===== config.mk =====
export PLATFORM = sky130hd
export DESIGN_NAME = first_fit_tile_placer
export DESIGN_NICKNAME = d
export VERILOG_FILES = /design/src/hdl/ffp_pkg.sv /design/src/hdl/ffp_ram.sv /design/src/hdl/ffp_queue.sv /design/src/hdl/ffp_front.sv /design/src/hdl/ffp_back.sv /design/src/hdl/first_fit_tile_placer.sv
export SDC_FILE = /design/constraint.sdc
export NUM_CORES = 2
export LEC_CHECK = 0
export BUFFER_PORTS_ARGS = -buffer_cell sky130_fd_sc_hd__buf_2
export CAP_MARGIN = 15
export CORE_ASPECT_RATIO = 1.75
export CORE_MARGIN = 5
export CORE_UTILIZATION = 35
export DETAILED_ROUTE_END_ITERATION = 6
export SLEW_MARGIN = 20
export SYNTH_ARGS = -nofsm -noshare
export SYNTH_HDL_FRONTEND = slang
export SYNTH_MEMORY_MAX_BITS = 65536
export SYNTH_SLANG_ARGS = --single-unit

===== constraint.sdc =====
create_clock -name clk -period 9.5 [get_ports clk]
set_clock_uncertainty 0.1 [all_clocks]
set_input_delay 1.425 -clock clk [delete_from_list [all_inputs] [get_ports clk]]
set_output_delay 1.425 -clock clk [all_outputs]
set_load 0.005 [all_outputs]

===== src/hdl/ffp_pkg.sv =====
// ----------------------------------------------------------------------------
// ffp_pkg
// Shared types and constants of the first-fit tile placer.
// ----------------------------------------------------------------------------
package ffp_pkg;

    localparam int GRID_ROWS_DEF = 16;
    localparam int GRID_COLS_DEF = 256;
    localparam int PARTS_MAX_DEF = 8;

    // Part count of one tile, wide enough for the largest part limit plus overflow.
    localparam int CNT_W = 7;
    // Holds first row plus height minus one.
    localparam int ROW_W = 6;
    localparam int WORD_BITS = 64;
    localparam int EXTENT_MAX = 511;

    typedef struct packed {
        logic [8:0] w;
        logic [4:0] h;
        logic [7:0] c;
        logic [3:0] r;
    } part_t;

    localparam int PART_W = $bits(part_t);

    typedef enum logic [1:0] {
        ST_PLACED   = 2'd0,
        ST_NOFIT    = 2'd1,
        ST_REFUSED  = 2'd2,
        ST_OVERFLOW = 2'd3
    } status_t;

    typedef enum logic [1:0] {
        CMD_PLACE    = 2'd0,
        CMD_OVERFLOW = 2'd1,
        CMD_REFUSE   = 2'd2
    } cmd_kind_t;

    typedef struct packed {
        cmd_kind_t        kind;
        logic [CNT_W-1:0] count;
    } cmd_t;

    typedef struct packed {
        logic done;
        logic fail;
        logic clearing;
    } back_status_t;

    typedef enum logic [2:0] {
        B_CLEAR,
        B_IDLE,
        B_PLOAD,
        B_PCHK,
        B_ORD,
        B_OCHK,
        B_EMIT
    } back_state_t;

endpackage


===== src/hdl/ffp_ram.sv =====
// ----------------------------------------------------------------------------
// ffp_ram
// Generic single-write, single-read RAM with a registered read port.
// ----------------------------------------------------------------------------
module ffp_ram #(
    parameter int WIDTH = 8,
    parameter int DEPTH = 16,
    localparam int AW = (DEPTH > 1) ? $clog2(DEPTH) : 1
) (
    input  logic             clk,
    input  logic             we,
    input  logic [AW-1:0]    waddr,
    input  logic [WIDTH-1:0] wdata,
    input  logic [AW-1:0]    raddr,
    output logic [WIDTH-1:0] rdata
);

    logic [WIDTH-1:0] mem [DEPTH];

    always_ff @(posedge clk)
    begin
        if (we)
        begin
            mem[waddr] <= wdata;
        end
        rdata <= mem[raddr];
    end

endmodule


===== src/hdl/ffp_queue.sv =====
// ----------------------------------------------------------------------------
// ffp_queue
// Two-entry command queue between the front and the back of the placer.
// ----------------------------------------------------------------------------
module ffp_queue (
    input  logic          clk,
    input  logic          rst_n,
    input  logic          push,
    input  ffp_pkg::cmd_t push_cmd,
    input  logic          pop,
    output ffp_pkg::cmd_t head,
    output logic          empty,
    output logic          full
);

    ffp_pkg::cmd_t e0_reg, e0_next, e1_reg, e1_next;
    logic [1:0]    cnt_reg, cnt_next;
    logic [1:0]    wpos;

    always_comb
    begin
        e0_next  = e0_reg;
        e1_next  = e1_reg;
        cnt_next = cnt_reg + 2'(push) - 2'(pop);
        wpos     = cnt_reg - 2'(pop);
        if (pop)
        begin
            e0_next = e1_reg;
        end
        if (push)
        begin
            if (wpos == 2'd0)
            begin
                e0_next = push_cmd;
            end
            else
            begin
                e1_next = push_cmd;
            end
        end
    end

    always_ff @(posedge clk or negedge rst_n)
    begin
        if (!rst_n)
        begin
            cnt_reg <= 2'd0;
        end
        else
        begin
            cnt_reg <= cnt_next;
        end
    end

    always_ff @(posedge clk)
    begin
        e0_reg <= e0_next;
        e1_reg <= e1_next;
    end

    assign head  = e0_reg;
    assign empty = (cnt_reg == 2'd0);
    assign full  = (cnt_reg == 2'd2);

endmodule


===== src/hdl/ffp_front.sv =====
// ----------------------------------------------------------------------------
// ffp_front
// Accepts part requests, buffers the parts of a tile and classifies each
// finished tile into a command for the back.
// ----------------------------------------------------------------------------
module ffp_front #(
    parameter int PARTS_MAX = ffp_pkg::PARTS_MAX_DEF,
    localparam int IW = (PARTS_MAX > 1) ? $clog2(PARTS_MAX) : 1
) (
    input  logic                 clk,
    input  logic                 rst_n,
    input  logic                 valid,
    output logic                 stall,
    input  logic [8:0]           part_width,
    input  logic [4:0]           part_height,
    input  logic [7:0]           offset_col,
    input  logic [3:0]           offset_row,
    input  logic                 last_part,
    input  ffp_pkg::back_status_t back_st,
    input  logic                 q_full,
    output logic                 q_push,
    output ffp_pkg::cmd_t        q_cmd,
    output logic                 buf_we,
    output logic [IW-1:0]        buf_waddr,
    output ffp_pkg::part_t       buf_wdata
);

    logic [ffp_pkg::CNT_W-1:0] count_reg, count_next, cnt_new;
    logic                      halted_reg, halted_next;
    logic                      wait_reg, wait_next;
    logic                      accept;

    assign stall     = back_st.clearing || wait_reg || q_full;
    assign accept    = valid && !stall;
    assign buf_waddr = count_reg[IW-1:0];
    assign buf_wdata = '{w: part_width, h: part_height, c: offset_col, r: offset_row};

    always_comb
    begin
        count_next  = count_reg;
        halted_next = halted_reg;
        wait_next   = wait_reg;
        q_push      = 1'b0;
        q_cmd       = '{kind: ffp_pkg::CMD_REFUSE, count: '0};
        buf_we      = 1'b0;
        cnt_new     = count_reg;
        if (back_st.done)
        begin
            wait_next = 1'b0;
            if (back_st.fail)
            begin
                halted_next = 1'b1;
            end
        end
        if (accept)
        begin
            if (halted_reg)
            begin
                if (last_part)
                begin
                    count_next = '0;
                    q_push     = 1'b1;
                end
            end
            else
            begin
                if (count_reg < ffp_pkg::CNT_W'(PARTS_MAX))
                begin
                    buf_we  = 1'b1;
                    cnt_new = count_reg + 1'b1;
                end
                else
                begin
                    cnt_new = ffp_pkg::CNT_W'(PARTS_MAX + 1);
                end
                count_next = cnt_new;
                if (last_part)
                begin
                    count_next = '0;
                    q_push     = 1'b1;
                    if (cnt_new > ffp_pkg::CNT_W'(PARTS_MAX))
                    begin
                        q_cmd       = '{kind: ffp_pkg::CMD_OVERFLOW, count: cnt_new};
                        halted_next = 1'b1;
                    end
                    else
                    begin
                        q_cmd     = '{kind: ffp_pkg::CMD_PLACE, count: cnt_new};
                        wait_next = 1'b1;
                    end
                end
            end
        end
    end

    always_ff @(posedge clk or negedge rst_n)
    begin
        if (!rst_n)
        begin
            count_reg  <= '0;
            halted_reg <= 1'b0;
            wait_reg   <= 1'b0;
        end
        else
        begin
            count_reg  <= count_next;
            halted_reg <= halted_next;
            wait_reg   <= wait_next;
        end
    end

endmodule


===== src/hdl/ffp_back.sv =====
// ----------------------------------------------------------------------------
// ffp_back
// Carries out tile commands: searches the occupancy grid for the first
// fitting column, marks the cells and drives the result register.
// ----------------------------------------------------------------------------
module ffp_back #(
    parameter int GRID_ROWS = ffp_pkg::GRID_ROWS_DEF,
    parameter int GRID_COLS = ffp_pkg::GRID_COLS_DEF,
    parameter int PARTS_MAX = ffp_pkg::PARTS_MAX_DEF,
    localparam int IW = (PARTS_MAX > 1) ? $clog2(PARTS_MAX) : 1
) (
    input  logic                  clk,
    input  logic                  rst_n,
    input  ffp_pkg::cmd_t         q_head,
    input  logic                  q_empty,
    output logic                  q_pop,
    output logic [IW-1:0]         buf_raddr,
    input  ffp_pkg::part_t        buf_rdata,
    output ffp_pkg::back_status_t back_st,
    output logic                  out_valid,
    input  logic                  out_stall,
    output logic [1:0]            status,
    output logic [7:0]            position_col,
    output logic [8:0]            bounding_width
);

    localparam int WORDS = (GRID_COLS + ffp_pkg::WORD_BITS - 1) / ffp_pkg::WORD_BITS;
    localparam int DEPTH = GRID_ROWS * WORDS;
    localparam int AW    = (DEPTH > 1) ? $clog2(DEPTH) : 1;
    localparam int WW    = (WORDS > 1) ? $clog2(WORDS) : 1;
    localparam int XW    = $clog2(GRID_COLS);
    localparam int SW    = ((XW > 9) ? XW : 9) + 1;
    localparam int CW    = ffp_pkg::CNT_W;
    localparam int RW    = ffp_pkg::ROW_W;

    ffp_pkg::back_state_t state_reg, state_next;
    logic [AW-1:0]        clr_reg, clr_next;
    logic [XW-1:0]        x_reg, x_next;
    logic [IW-1:0]        i_reg, i_next;
    logic [CW-1:0]        n_reg, n_next;
    logic                 mark_reg, mark_next;
    logic                 place_reg, place_next;
    ffp_pkg::status_t     stat_reg, stat_next;
    logic [RW-1:0]        row_reg, row_next, rlast_reg, rlast_next;
    logic [WW-1:0]        word_reg, word_next, first_reg, first_next;
    logic [WW-1:0]        wlast_reg, wlast_next;
    logic [5:0]           alo_reg, alo_next, ehi_reg, ehi_next;
    logic [8:0]           extent_reg, extent_next;
    logic                 ovalid_reg, ovalid_next;
    logic [1:0]           ostat_reg, ostat_next;
    logic [7:0]           opos_reg, opos_next;
    logic [8:0]           obw_reg, obw_next;

    logic                 occ_we;
    logic [AW-1:0]        occ_waddr, occ_addr;
    logic [63:0]          occ_wdata, occ_rdata, mask;
    logic [5:0]           lo, hi;
    logic [SW-1:0]        sum_a, sum_e, em1;
    logic [8:0]           right;
    logic                 row_bad, col_bad, part_last, hit, can_emit;

    ffp_ram #(.WIDTH(64), .DEPTH(DEPTH)) u_occ (
        .clk  (clk),
        .we   (occ_we),
        .waddr(occ_waddr),
        .wdata(occ_wdata),
        .raddr(occ_addr),
        .rdata(occ_rdata)
    );

    assign buf_raddr = i_reg;
    assign occ_addr  = AW'(32'(row_reg) * 32'(WORDS) + 32'(word_reg));
    assign sum_a     = SW'(x_reg) + SW'(buf_rdata.c);
    assign sum_e     = sum_a + SW'(buf_rdata.w);
    assign em1       = sum_e - 1'b1;
    assign row_bad   = (8'(buf_rdata.r) + 8'(buf_rdata.h)) > 8'(GRID_ROWS);
    assign col_bad   = sum_e > SW'(GRID_COLS);
    assign right     = (sum_e > SW'(ffp_pkg::EXTENT_MAX)) ? 9'(ffp_pkg::EXTENT_MAX)
                                                          : sum_e[8:0];
    assign part_last = (CW'(i_reg) + 1'b1) == n_reg;
    assign lo        = (word_reg == first_reg) ? alo_reg : 6'd0;
    assign hi        = (word_reg == wlast_reg) ? ehi_reg : 6'd63;
    assign hit       = |(occ_rdata & mask);
    assign can_emit  = !ovalid_reg || !out_stall;

    always_comb
    begin
        for (int b = 0; b < 64; b++)
        begin
            mask[b] = (6'(b) >= lo) && (6'(b) <= hi);
        end
    end

    always_comb
    begin
        state_next  = state_reg;
        clr_next    = clr_reg;
        x_next      = x_reg;
        i_next      = i_reg;
        n_next      = n_reg;
        mark_next   = mark_reg;
        place_next  = place_reg;
        stat_next   = stat_reg;
        row_next    = row_reg;
        rlast_next  = rlast_reg;
        word_next   = word_reg;
        first_next  = first_reg;
        wlast_next  = wlast_reg;
        alo_next    = alo_reg;
        ehi_next    = ehi_reg;
        extent_next = extent_reg;
        ovalid_next = ovalid_reg && out_stall;
        ostat_next  = ostat_reg;
        opos_next   = opos_reg;
        obw_next    = obw_reg;
        occ_we      = 1'b0;
        occ_waddr   = occ_addr;
        occ_wdata   = occ_rdata | mask;
        q_pop       = 1'b0;
        back_st     = '{done: 1'b0, fail: 1'b0, clearing: 1'b0};
        unique case (state_reg)
            ffp_pkg::B_CLEAR:
            begin
                back_st.clearing = 1'b1;
                occ_we           = 1'b1;
                occ_waddr        = clr_reg;
                occ_wdata        = '0;
                clr_next         = clr_reg + 1'b1;
                if (clr_reg == AW'(DEPTH - 1))
                begin
                    state_next = ffp_pkg::B_IDLE;
                end
            end
            ffp_pkg::B_IDLE:
            begin
                if (!q_empty)
                begin
                    q_pop      = 1'b1;
                    n_next     = q_head.count;
                    x_next     = '0;
                    i_next     = '0;
                    mark_next  = 1'b0;
                    place_next = (q_head.kind == ffp_pkg::CMD_PLACE);
                    if (q_head.kind == ffp_pkg::CMD_PLACE)
                    begin
                        state_next = ffp_pkg::B_PLOAD;
                    end
                    else
                    begin
                        stat_next  = (q_head.kind == ffp_pkg::CMD_OVERFLOW)
                                     ? ffp_pkg::ST_OVERFLOW : ffp_pkg::ST_REFUSED;
                        state_next = ffp_pkg::B_EMIT;
                    end
                end
            end
            ffp_pkg::B_PLOAD:
            begin
                state_next = ffp_pkg::B_PCHK;
            end
            ffp_pkg::B_PCHK:
            begin
                if (row_bad || col_bad)
                begin
                    stat_next  = ffp_pkg::ST_NOFIT;
                    state_next = ffp_pkg::B_EMIT;
                end
                else
                begin
                    if (mark_reg && (right > extent_reg))
                    begin
                        extent_next = right;
                    end
                    alo_next   = sum_a[5:0];
                    ehi_next   = em1[5:0];
                    first_next = WW'(sum_a[SW-1:6]);
                    wlast_next = WW'(em1[SW-1:6]);
                    word_next  = WW'(sum_a[SW-1:6]);
                    row_next   = RW'(buf_rdata.r);
                    rlast_next = RW'(buf_rdata.r) + RW'(buf_rdata.h) - 1'b1;
                    if ((buf_rdata.h == '0) || (buf_rdata.w == '0))
                    begin
                        if (!part_last)
                        begin
                            i_next     = i_reg + 1'b1;
                            state_next = ffp_pkg::B_PLOAD;
                        end
                        else if (!mark_reg)
                        begin
                            mark_next  = 1'b1;
                            i_next     = '0;
                            state_next = ffp_pkg::B_PLOAD;
                        end
                        else
                        begin
                            stat_next  = ffp_pkg::ST_PLACED;
                            state_next = ffp_pkg::B_EMIT;
                        end
                    end
                    else
                    begin
                        state_next = ffp_pkg::B_ORD;
                    end
                end
            end
            ffp_pkg::B_ORD:
            begin
                state_next = ffp_pkg::B_OCHK;
            end
            ffp_pkg::B_OCHK:
            begin
                if (!mark_reg && hit)
                begin
                    if (x_reg == XW'(GRID_COLS - 1))
                    begin
                        stat_next  = ffp_pkg::ST_NOFIT;
                        state_next = ffp_pkg::B_EMIT;
                    end
                    else
                    begin
                        x_next     = x_reg + 1'b1;
                        i_next     = '0;
                        state_next = ffp_pkg::B_PLOAD;
                    end
                end
                else
                begin
                    occ_we = mark_reg;
                    if (word_reg != wlast_reg)
                    begin
                        word_next  = word_reg + 1'b1;
                        state_next = ffp_pkg::B_ORD;
                    end
                    else if (row_reg != rlast_reg)
                    begin
                        row_next   = row_reg + 1'b1;
                        word_next  = first_reg;
                        state_next = ffp_pkg::B_ORD;
                    end
                    else if (!part_last)
                    begin
                        i_next     = i_reg + 1'b1;
                        state_next = ffp_pkg::B_PLOAD;
                    end
                    else if (!mark_reg)
                    begin
                        mark_next  = 1'b1;
                        i_next     = '0;
                        state_next = ffp_pkg::B_PLOAD;
                    end
                    else
                    begin
                        stat_next  = ffp_pkg::ST_PLACED;
                        state_next = ffp_pkg::B_EMIT;
                    end
                end
            end
            ffp_pkg::B_EMIT:
            begin
                if (can_emit)
                begin
                    ovalid_next  = 1'b1;
                    ostat_next   = stat_reg;
                    opos_next    = (stat_reg == ffp_pkg::ST_PLACED) ? 8'(x_reg) : 8'd0;
                    obw_next     = extent_reg;
                    back_st.done = place_reg;
                    back_st.fail = (stat_reg != ffp_pkg::ST_PLACED);
                    state_next   = ffp_pkg::B_IDLE;
                end
            end
            default:
            begin
                state_next = ffp_pkg::B_IDLE;
            end
        endcase
    end

    always_ff @(posedge clk or negedge rst_n)
    begin
        if (!rst_n)
        begin
            state_reg  <= ffp_pkg::B_CLEAR;
            clr_reg    <= '0;
            extent_reg <= '0;
            ovalid_reg <= 1'b0;
            place_reg  <= 1'b0;
        end
        else
        begin
            state_reg  <= state_next;
            clr_reg    <= clr_next;
            extent_reg <= extent_next;
            ovalid_reg <= ovalid_next;
            place_reg  <= place_next;
        end
    end

    always_ff @(posedge clk)
    begin
        x_reg     <= x_next;
        i_reg     <= i_next;
        n_reg     <= n_next;
        mark_reg  <= mark_next;
        stat_reg  <= stat_next;
        row_reg   <= row_next;
        rlast_reg <= rlast_next;
        word_reg  <= word_next;
        first_reg <= first_next;
        wlast_reg <= wlast_next;
        alo_reg   <= alo_next;
        ehi_reg   <= ehi_next;
        ostat_reg <= ostat_next;
        opos_reg  <= opos_next;
        obw_reg   <= obw_next;
    end

    assign out_valid      = ovalid_reg;
    assign status         = ostat_reg;
    assign position_col   = opos_reg;
    assign bounding_width = obw_reg;

endmodule


===== src/hdl/first_fit_tile_placer.sv =====
// ----------------------------------------------------------------------------
// first_fit_tile_placer
// Places tiles made of rectangular parts at the first free column of an
// occupancy grid and reports the column and the running bounding width.
// ----------------------------------------------------------------------------
// Part requests enter on part_valid/part_stall; a request with last_part set
// closes the tile. Each closing request yields one result request on
// result_valid/result_stall; other parts yield none.
// The front takes a part whenever part_stall is low. After a closing part of a tile that
// is to be placed, it stalls until the back has emitted the result of that tile.
// The search loads each part from the part buffer (PLOAD) and checks its bounds
// (PCHK), then reads (ORD) and checks or marks (OCHK) each occupancy word it covers.
// It tries columns from 0 upward, starting again from the first part at each
// column, and after a fit makes a second pass over the parts to mark their cells.
// A refused or overflowing tile skips the search and goes straight to emit.
// After reset the occupancy memory is cleared one word per cycle, all
// GRID_ROWS * ceil(GRID_COLS / 64) words, while part_stall is high.
// Results sit in an output register; while result_stall is high the result
// holds and the back waits, and the queue lets the front go on taking parts
// until it is full, unless the front waits for the result of a placed tile.
// ----------------------------------------------------------------------------
module first_fit_tile_placer #(
    parameter int GRID_ROWS = ffp_pkg::GRID_ROWS_DEF,
    parameter int GRID_COLS = ffp_pkg::GRID_COLS_DEF,
    parameter int PARTS_MAX = ffp_pkg::PARTS_MAX_DEF
) (
    input  logic       clk,
    input  logic       rst_n,
    input  logic       part_valid,
    output logic       part_stall,
    input  logic [8:0] part_width,
    input  logic [4:0] part_height,
    input  logic [7:0] offset_col,
    input  logic [3:0] offset_row,
    input  logic       last_part,
    output logic       result_valid,
    input  logic       result_stall,
    output logic [1:0] status,
    output logic [7:0] position_col,
    output logic [8:0] bounding_width
);

    localparam int IW = (PARTS_MAX > 1) ? $clog2(PARTS_MAX) : 1;

    ffp_pkg::back_status_t back_st;
    ffp_pkg::cmd_t         q_cmd, q_head;
    ffp_pkg::part_t        buf_wdata, buf_rdata;
    logic                  q_push, q_pop, q_empty, q_full, buf_we;
    logic [IW-1:0]         buf_waddr, buf_raddr;

    ffp_front #(.PARTS_MAX(PARTS_MAX)) u_front (
        .clk        (clk),
        .rst_n      (rst_n),
        .valid      (part_valid),
        .stall      (part_stall),
        .part_width (part_width),
        .part_height(part_height),
        .offset_col (offset_col),
        .offset_row (offset_row),
        .last_part  (last_part),
        .back_st    (back_st),
        .q_full     (q_full),
        .q_push     (q_push),
        .q_cmd      (q_cmd),
        .buf_we     (buf_we),
        .buf_waddr  (buf_waddr),
        .buf_wdata  (buf_wdata)
    );

    ffp_ram #(.WIDTH(ffp_pkg::PART_W), .DEPTH(PARTS_MAX)) u_parts (
        .clk  (clk),
        .we   (buf_we),
        .waddr(buf_waddr),
        .wdata(buf_wdata),
        .raddr(buf_raddr),
        .rdata(buf_rdata)
    );

    ffp_queue u_queue (
        .clk     (clk),
        .rst_n   (rst_n),
        .push    (q_push),
        .push_cmd(q_cmd),
        .pop     (q_pop),
        .head    (q_head),
        .empty   (q_empty),
        .full    (q_full)
    );

    ffp_back #(
        .GRID_ROWS(GRID_ROWS),
        .GRID_COLS(GRID_COLS),
        .PARTS_MAX(PARTS_MAX)
    ) u_back (
        .clk           (clk),
        .rst_n         (rst_n),
        .q_head        (q_head),
        .q_empty       (q_empty),
        .q_pop         (q_pop),
        .buf_raddr     (buf_raddr),
        .buf_rdata     (buf_rdata),
        .back_st       (back_st),
        .out_valid     (result_valid),
        .out_stall     (result_stall),
        .status        (status),
        .position_col  (position_col),
        .bounding_width(bounding_width)
    );

    // A placed position is reported only for a placed tile.
    assert property (@(posedge clk) disable iff (!rst_n)
        (result_valid && (status != ffp_pkg::ST_PLACED)) |-> (position_col == 8'd0))
        else $error("position reported for a tile that was not placed");

    // No part request is taken while the occupancy memory is being cleared.
    assert property (@(posedge clk) disable iff (!rst_n)
        back_st.clearing |-> part_stall)
        else $error("part request taken during the clearing pass");

    // The command queue is never written when full and not popped.
    assert property (@(posedge clk) disable iff (!rst_n)
        q_push |-> (!q_full || q_pop))
        else $error("command queue overrun");

endmodule

### After elaboration in Yosys (flattened, before gate mapping)

Memories as Yosys holds them, arrays and structs flattened. A register that Yosys moved wholly into a read port is not among the register bits.
Index checks and enable logic that the tools add are counted.

* add/sub/neg operators: 17
* magnitude comparators: 134
* equality and inequality tests: 34
* muxes and demuxes: 104
* bitwise logic cells: 5
* reductions and logical operators: 102

Operators by type and width (number)
* >= comparator 6 bit (first input constant): 32
* <= comparator 6 bit (first input constant): 32
* >= comparator 5 x 6 -> 1 bit (first input constant): 16
* <= comparator 5 x 6 -> 1 bit (first input constant): 16
* logical AND 1 bit: 68
* bitwise AND 64 bit: 1
* two-way mux 64 bit: 1
* bitwise OR 64 bit: 1
* OR reduction 64 bit: 1
* two-way mux 3 bit: 21
* two-way mux 9 bit: 7
* >= comparator 4 x 6 -> 1 bit (first input constant): 8
* <= comparator 4 x 6 -> 1 bit (first input constant): 8
* two-way mux 6 bit: 7
* two-way mux 7 bit: 6
* two-way mux 1 bit: 34
* two-way mux 2 bit: 16
* two-way mux 8 bit: 4
* >= comparator 3 x 6 -> 1 bit (first input constant): 4
* <= comparator 3 x 6 -> 1 bit (first input constant): 4
* one-hot mux 3 bit (7 select lines): 1
* AND reduction 7 bit: 3
* greater-than comparator 10 x 9 -> 1 bit (second input constant): 2
* inequality test 2 bit (second input constant): 8
* 57 further kinds: 95

* register bits: 119
* bits in writable memories: 4304
* input bits: 31
* output and inout port bits: 21
* word-level logic and storage cells: 426
* memories: 2

Memories
* u_back.u_occ.mem: words 64, width 64, rd ports 1, clocked after Yosys merged registers in 1, wr ports 1, RTL line ffp_ram.sv:18 `logic [WIDTH-1:0] mem [DEPTH];`
* u_parts.mem: words 8, width 26, rd ports 1, clocked after Yosys merged registers in 1, wr ports 1, RTL line ffp_ram.sv:18

### Longest topological paths before layout

* depth after elaboration: 14
* depth in mapped cells: 26
* mapped depth without buffers: 25

### Modules after synthesis

A second synthesis with hierarchy kept.

* cell total of the unflattened synthesis: 8295
* area, all modules: 175253.1 um2

By module, submodules not included
* ffp_ram at u_back.u_occ: times used 1, cells an instance 6812, area each 156888.0 um2, sequential area each 124279.2 um2
* ffp_ram at u_parts: times used 1, cells an instance 340, area each 8563.2 um2, sequential area each 6766.5 um2
* ffp_back: times used 1, cells an instance 1007, area each 8170.3 um2, sequential area each 2602.5 um2
* ffp_queue: times used 1, cells an instance 49, area each 869.6 um2, sequential area each 500.5 um2
* ffp_front: times used 1, cells an instance 87, area each 762.0 um2, sequential area each 225.2 um2

### Least setup slack after synthesis

Ideal clock, no wire load.

* path type: register to register
* start: register u_back.x_reg[0]
* end: register u_back.extent_reg[7]
* setup time: 0.128 ns
* arrival: 5.214 ns
* data required time: 9.272 ns
* path slack: 4.059 ns
* cell stages (with the launch flop): 27
* buffers on the path: 1
* period minus slack after synthesis: 5.441 ns
* cells stage by stage: edfxtp_1 ha_1 fa_1 a21oi_1 nor2_1 nor2_1 o21bai_1 a21oi_1 xnor2_1 ha_1 a21oi_1 o21ai_0 and2_1 a21o_1 a21oi_1 nand2_1 ha_1 nor2b_1 o21a_1 o21a_1 o21a_1 o21a_1 o21ai_0 a21oi_1 o311a_1 buf_6 mux2_1

* word-level cells in the longest chain between the ends: 7
* elaborated cells on any way between the ends: 10
* classes of those cells: add/sub (2); order compare (3); mux (1); bitwise (1); reduce/logical (3)

RTL lines
* start, declared: RTL line ffp_back.sv:38 `logic [XW-1:0] x_reg, x_next;`
* start signal, assigned: RTL line ffp_back.sv:299 `x_reg <= x_next;`
* adder 8 x 8 -> 9 bit: RTL line ffp_back.sv:73 `assign sum_a = SW'(x_reg) + SW'(buf_rdata.c);`
* net u_back.sum_a[6]: RTL line ffp_back.sv:58 `logic [SW-1:0] sum_a, sum_e, em1;`
* adder 9 x 9 -> 10 bit: RTL line ffp_back.sv:74 `assign sum_e = sum_a + SW'(buf_rdata.w);`
* greater-than comparator 10 x 9 -> 1 bit: RTL line ffp_back.sv:78 `assign right = (sum_e > SW'(ffp_pkg::EXTENT_MAX)) ? 9'(ffp_pkg::EXTENT_MAX)`
* two-way mux 9 bit: RTL line ffp_back.sv:78
* net u_back.right[1]: RTL line ffp_back.sv:59 `logic [8:0] right;`
* greater-than comparator 9 bit: RTL line ffp_back.sv:169 `if (mark_reg && (right > extent_reg))`
* logical AND 1 bit: RTL line ffp_back.sv:169
* AND reduction 3 bit (no source line)
* end signal, assigned: RTL line ffp_back.sv:291 `extent_reg <= extent_next;`
* end, declared: RTL line ffp_back.sv:48 `logic [8:0] extent_reg, extent_next;`

The timed path passes the listed nets, and every way through them passes these cells.
A chain may end at the register's enable or synchronous reset.

### Final worst setup path

* start: register u_back.x_reg[0]
* end: register u_back.extent_reg[8]

The elaborated chain is that of the path after synthesis.

==> impl_metrics.toml <==
[routing]
post_drt_via_cell_ratio = 5.663
ant_nets = 0
drtPass1Iterations = 7
drt_iter0_drc = 9610
wire_per_inst_um = 33.80
wl_um = 497500
drc = 5
vias = 83340

[worst_hold_path]
hold_class = "register to register"
min_to = "u_back.n_reg[1]"
worstHoldStart = "u_queue.head[1]"
min_path_cells = 0

[sta]
fin_tns_setup_ns = 0
fin_ws_ns = 3.088
max_clock_freq_ghz = 0.1560
slew_violations = 0
rsz0062_at_grt = "false"
fin_crit_sh_pct = 67.49
maxSlewHeadroom_pct = 14.75
tightest_slew_ns = 1.265
fin_crit_ns = 6.412
finalSetupViolations = 0
finalHoldViolCount = 0

[clock_network]
post_cts_buffers = 0
clock_latency_ns = 0.95
clockRootBuffer = "clkbuf_16"
hold_buffers = 0
cts.sinks = 4513
clk_pin_slew_ns = 0.07
htree_levels = 5
cts_tree = "done"
cts_made_buffers = 364
clk_path_buf_depth = 4
cts-resized-gates = 0

[pwr]
powerDensity_mw_per_mm2 = 218.2
p_leak_nw = 61.48
ir_drop_mv = 0.2285
p_total_mw = 42.93

[critical_path]
critPathArrivalTime_ns = 7.14
max_stage_delay_ns = 0.50
reg2reg_depth = 25
slowest_stage = "a21oi_1"
crit_buf_inv = 0
worstReg2RegEnd = "u_back.extent_reg[8]"
crit_start = "u_back.x_reg[0]"
crit_family = "compound AO/OA/AOI/OAI gates"
crit_path_start_kind = "register"
path_class = "register to register"
r2r-start = "u_back.x_reg[0]"
cp-end-kind = "register"
crit_path_max_fanout = 9
path_common_cell = "a21oi_1"
r2r_slack_ns = 3.09
critPathRequiredTime_ns = 10.23

[final_layout]
seqCellArea_mm2 = 0.1344
final_nets = 7961
final_area_mm2 = 0.1967
largest_register_ffs = 4096
final_layout_size_suffix_gt1_share_pct = 29.17
top_register = "u_back.u_occ.mem"
multi_input_area_mm2 = 0.03916
reg_top3 = "u_back.u_occ.mem (4096), u_parts.mem (208), u_back.u_occ.rdata (64)"
final.fill_count = 43150
areaGrowthSynthToFinish_pct = 12.78

[yosys]
async_flop_share_pct = 0.6869
ys_ff_latch = 4513
synth_area_mm2 = 0.1744
yosysSeqAreaShare_pct = 77.04
yosysWarnings = 0
postSynthAreaPerCell_um2 = 23.04
synth_cells = 7572
synth-edff-count = 4383
ys.flop_type = "edfxtp_1"
ys_types = 89

[floorplan]
start_util_pct = 35.07
die-height_um = 943.9
core_area_mm2 = 0.4974
rows = 343
ioPinCount = 52
dieArea_mm2 = 0.5131
die_w_um = 543.7

[placement]
postPlaceCellArea_mm2 = 0.1848
io_buffer_count = 51
place.gp.congestion = 0.9221
pre_cts_ws_ns = 3.070
dp_hpwl_um = 272400

[status]
violations = "design-rule violations"
status = "complete, but fails checks"

[job]
cap_violations = 0

[grt]
grt_max_degree = 108
antenna_found_initial = 12
gr-total-overflow = 0
track_usage_pct = 19.04
grt_pass1_wl_um = 690400
grt_pass1_vias = 86550
power breakdown:
part | switching (mW) | internal, mW | total (mW) | leakage (nW)
sequential | 0.347 | 23.6 | 24.0 | 41.9
clock | 7.04 | 8.31 | 15.4 | 5.72
combinational | 2.78 | 0.830 | 3.61 | 13.9
total | 10.2 | 32.8 | 42.9 | 61.5
synthesized netlist by cell type, types with 34 or more instances:
master | instances | area (um^2)
buf_1 | 34 | 127.6
clkbuf_1 | 249 | 934.7
mux4_2 | 1332 | 30000
inv_1 | 84 | 315.3
nor2b_1 | 74 | 462.9
mux2i_1 | 74 | 740.7
a21oi_1 | 177 | 885.9
ha_1 | 48 | 600.6
nand2_1 | 111 | 416.7
buf_2 | 111 | 555.5
o21ai_0 | 48 | 240.2
a211oi_1 | 70 | 525.5
edfxtp_1 | 4383 | 131600
nor2_1 | 223 | 837.1
dfxtp_1 | 99 | 1982
logic make-up after synthesis:
logic type,synth area share (%)
buffers and inverters,1.138
adders and majority gates,0.3960
other,0.002150
xor gates and xnor gates,0.3429
and+or+nand+nor,1.606
DFF,77.04
AOI/OAI and AO/OA,1.623
muxes,17.86
worst reg2reg max path, stage by stage, from the launching register on:
cell and delay (ns):
edfxtp_1 0.46, ha_1 0.25, fa_1 0.41, a21oi_1 0.19, nor2_1 0.06, nor2_1 0.17
o21bai_1 0.08, a21oi_1 0.23, xnor2_1 0.25, ha_1 0.33, a21oi_1 0.18, o21ai_0 0.20
and2_1 0.24, a21o_1 0.18, a21oi_1 0.50, nand2_1 0.18, ha_1 0.34, nor2b_1 0.14
o21a_1 0.16, o21a_1 0.17, o21a_1 0.17, o21a_1 0.17, o21ai_0 0.17, a21oi_1 0.10
o311a_1 0.50, mux2_1 0.38
area by class of cell:
class / instances / area share [%]
clock buffers: 460 / 4.933
multi-input cells: 2578 / 19.91
repair buffers: 337 / 1.482
clock inverters: 188 / 1.042
well taps: 6555 / 4.169
flip-flops and latches: 4513 / 68.30
diodes: 2 / 0.002544
inverters: 84 / 0.1603
layout by cell type, fill, tap and decap left out, drive strengths merged, types with 24 or more instances in the layout:
cell    Yosys  layout
nor3       24      24
mux2       36      36
a211oi     70      70
nand2     112     112
xnor2      37      37
nand3      33      33
inv        84     101
and2       26      26
o21ai      50      50
edfxtp   4383    4383
nor2b      74      74
dfrtp      31      31
bufinv      0      38
clkbuf    249     460
o22ai      26      26
a21oi     178     178
clkinv      0     119
mux2i      74      74
dfxtp      99      99
mux4     1332    1332
buf       150     337
ha         48      48
nor2      224     224
through the flow:
| step | instances | util (%) | hold slack, ns |
|---|---|---|---|
| 2_1_floorplan | 7574 | - | 0.3080 |
| 3_3_place_gp | 14060 | 37.13 | 0.3161 |
| 3_5_place_dp | 14060 | 37.16 | 0.3173 |
| 4_1_cts | 14710 | 39.52 | 0.3357 |
| 5_1_grt | 14720 | 39.55 | 0.3503 |
| 6_report | 14720 | 39.55 | 0.3339 |
how the worst max path moves through the flow:
stage                            to  slack, ns  cells after the start
2_1_floorplan  u_back.extent_reg[7]       4.06                     26
3_3_place_gp   u_back.extent_reg[4]       2.62                     25
3_5_place_dp   u_back.extent_reg[8]       3.07                     25
4_1_cts        u_back.extent_reg[2]       3.07                     25
5_1_grt        u_back.extent_reg[2]       2.58                     25
6_report       u_back.extent_reg[8]       3.09                     25
routing by layer:
layer	GRT usage [%]	vias to the layer above	routed length, um	part of all wire (%)
li1	-	32720	-	-
met1	21.92	46020	172500	35
met2	35.10	3596	267800	54
met3	2.605	1000	30550	6.1
met4	8.488	4	26560	5.3
met5	0	-	27	0.0054
Note: power is estimated with default switching activity, not from simulation.
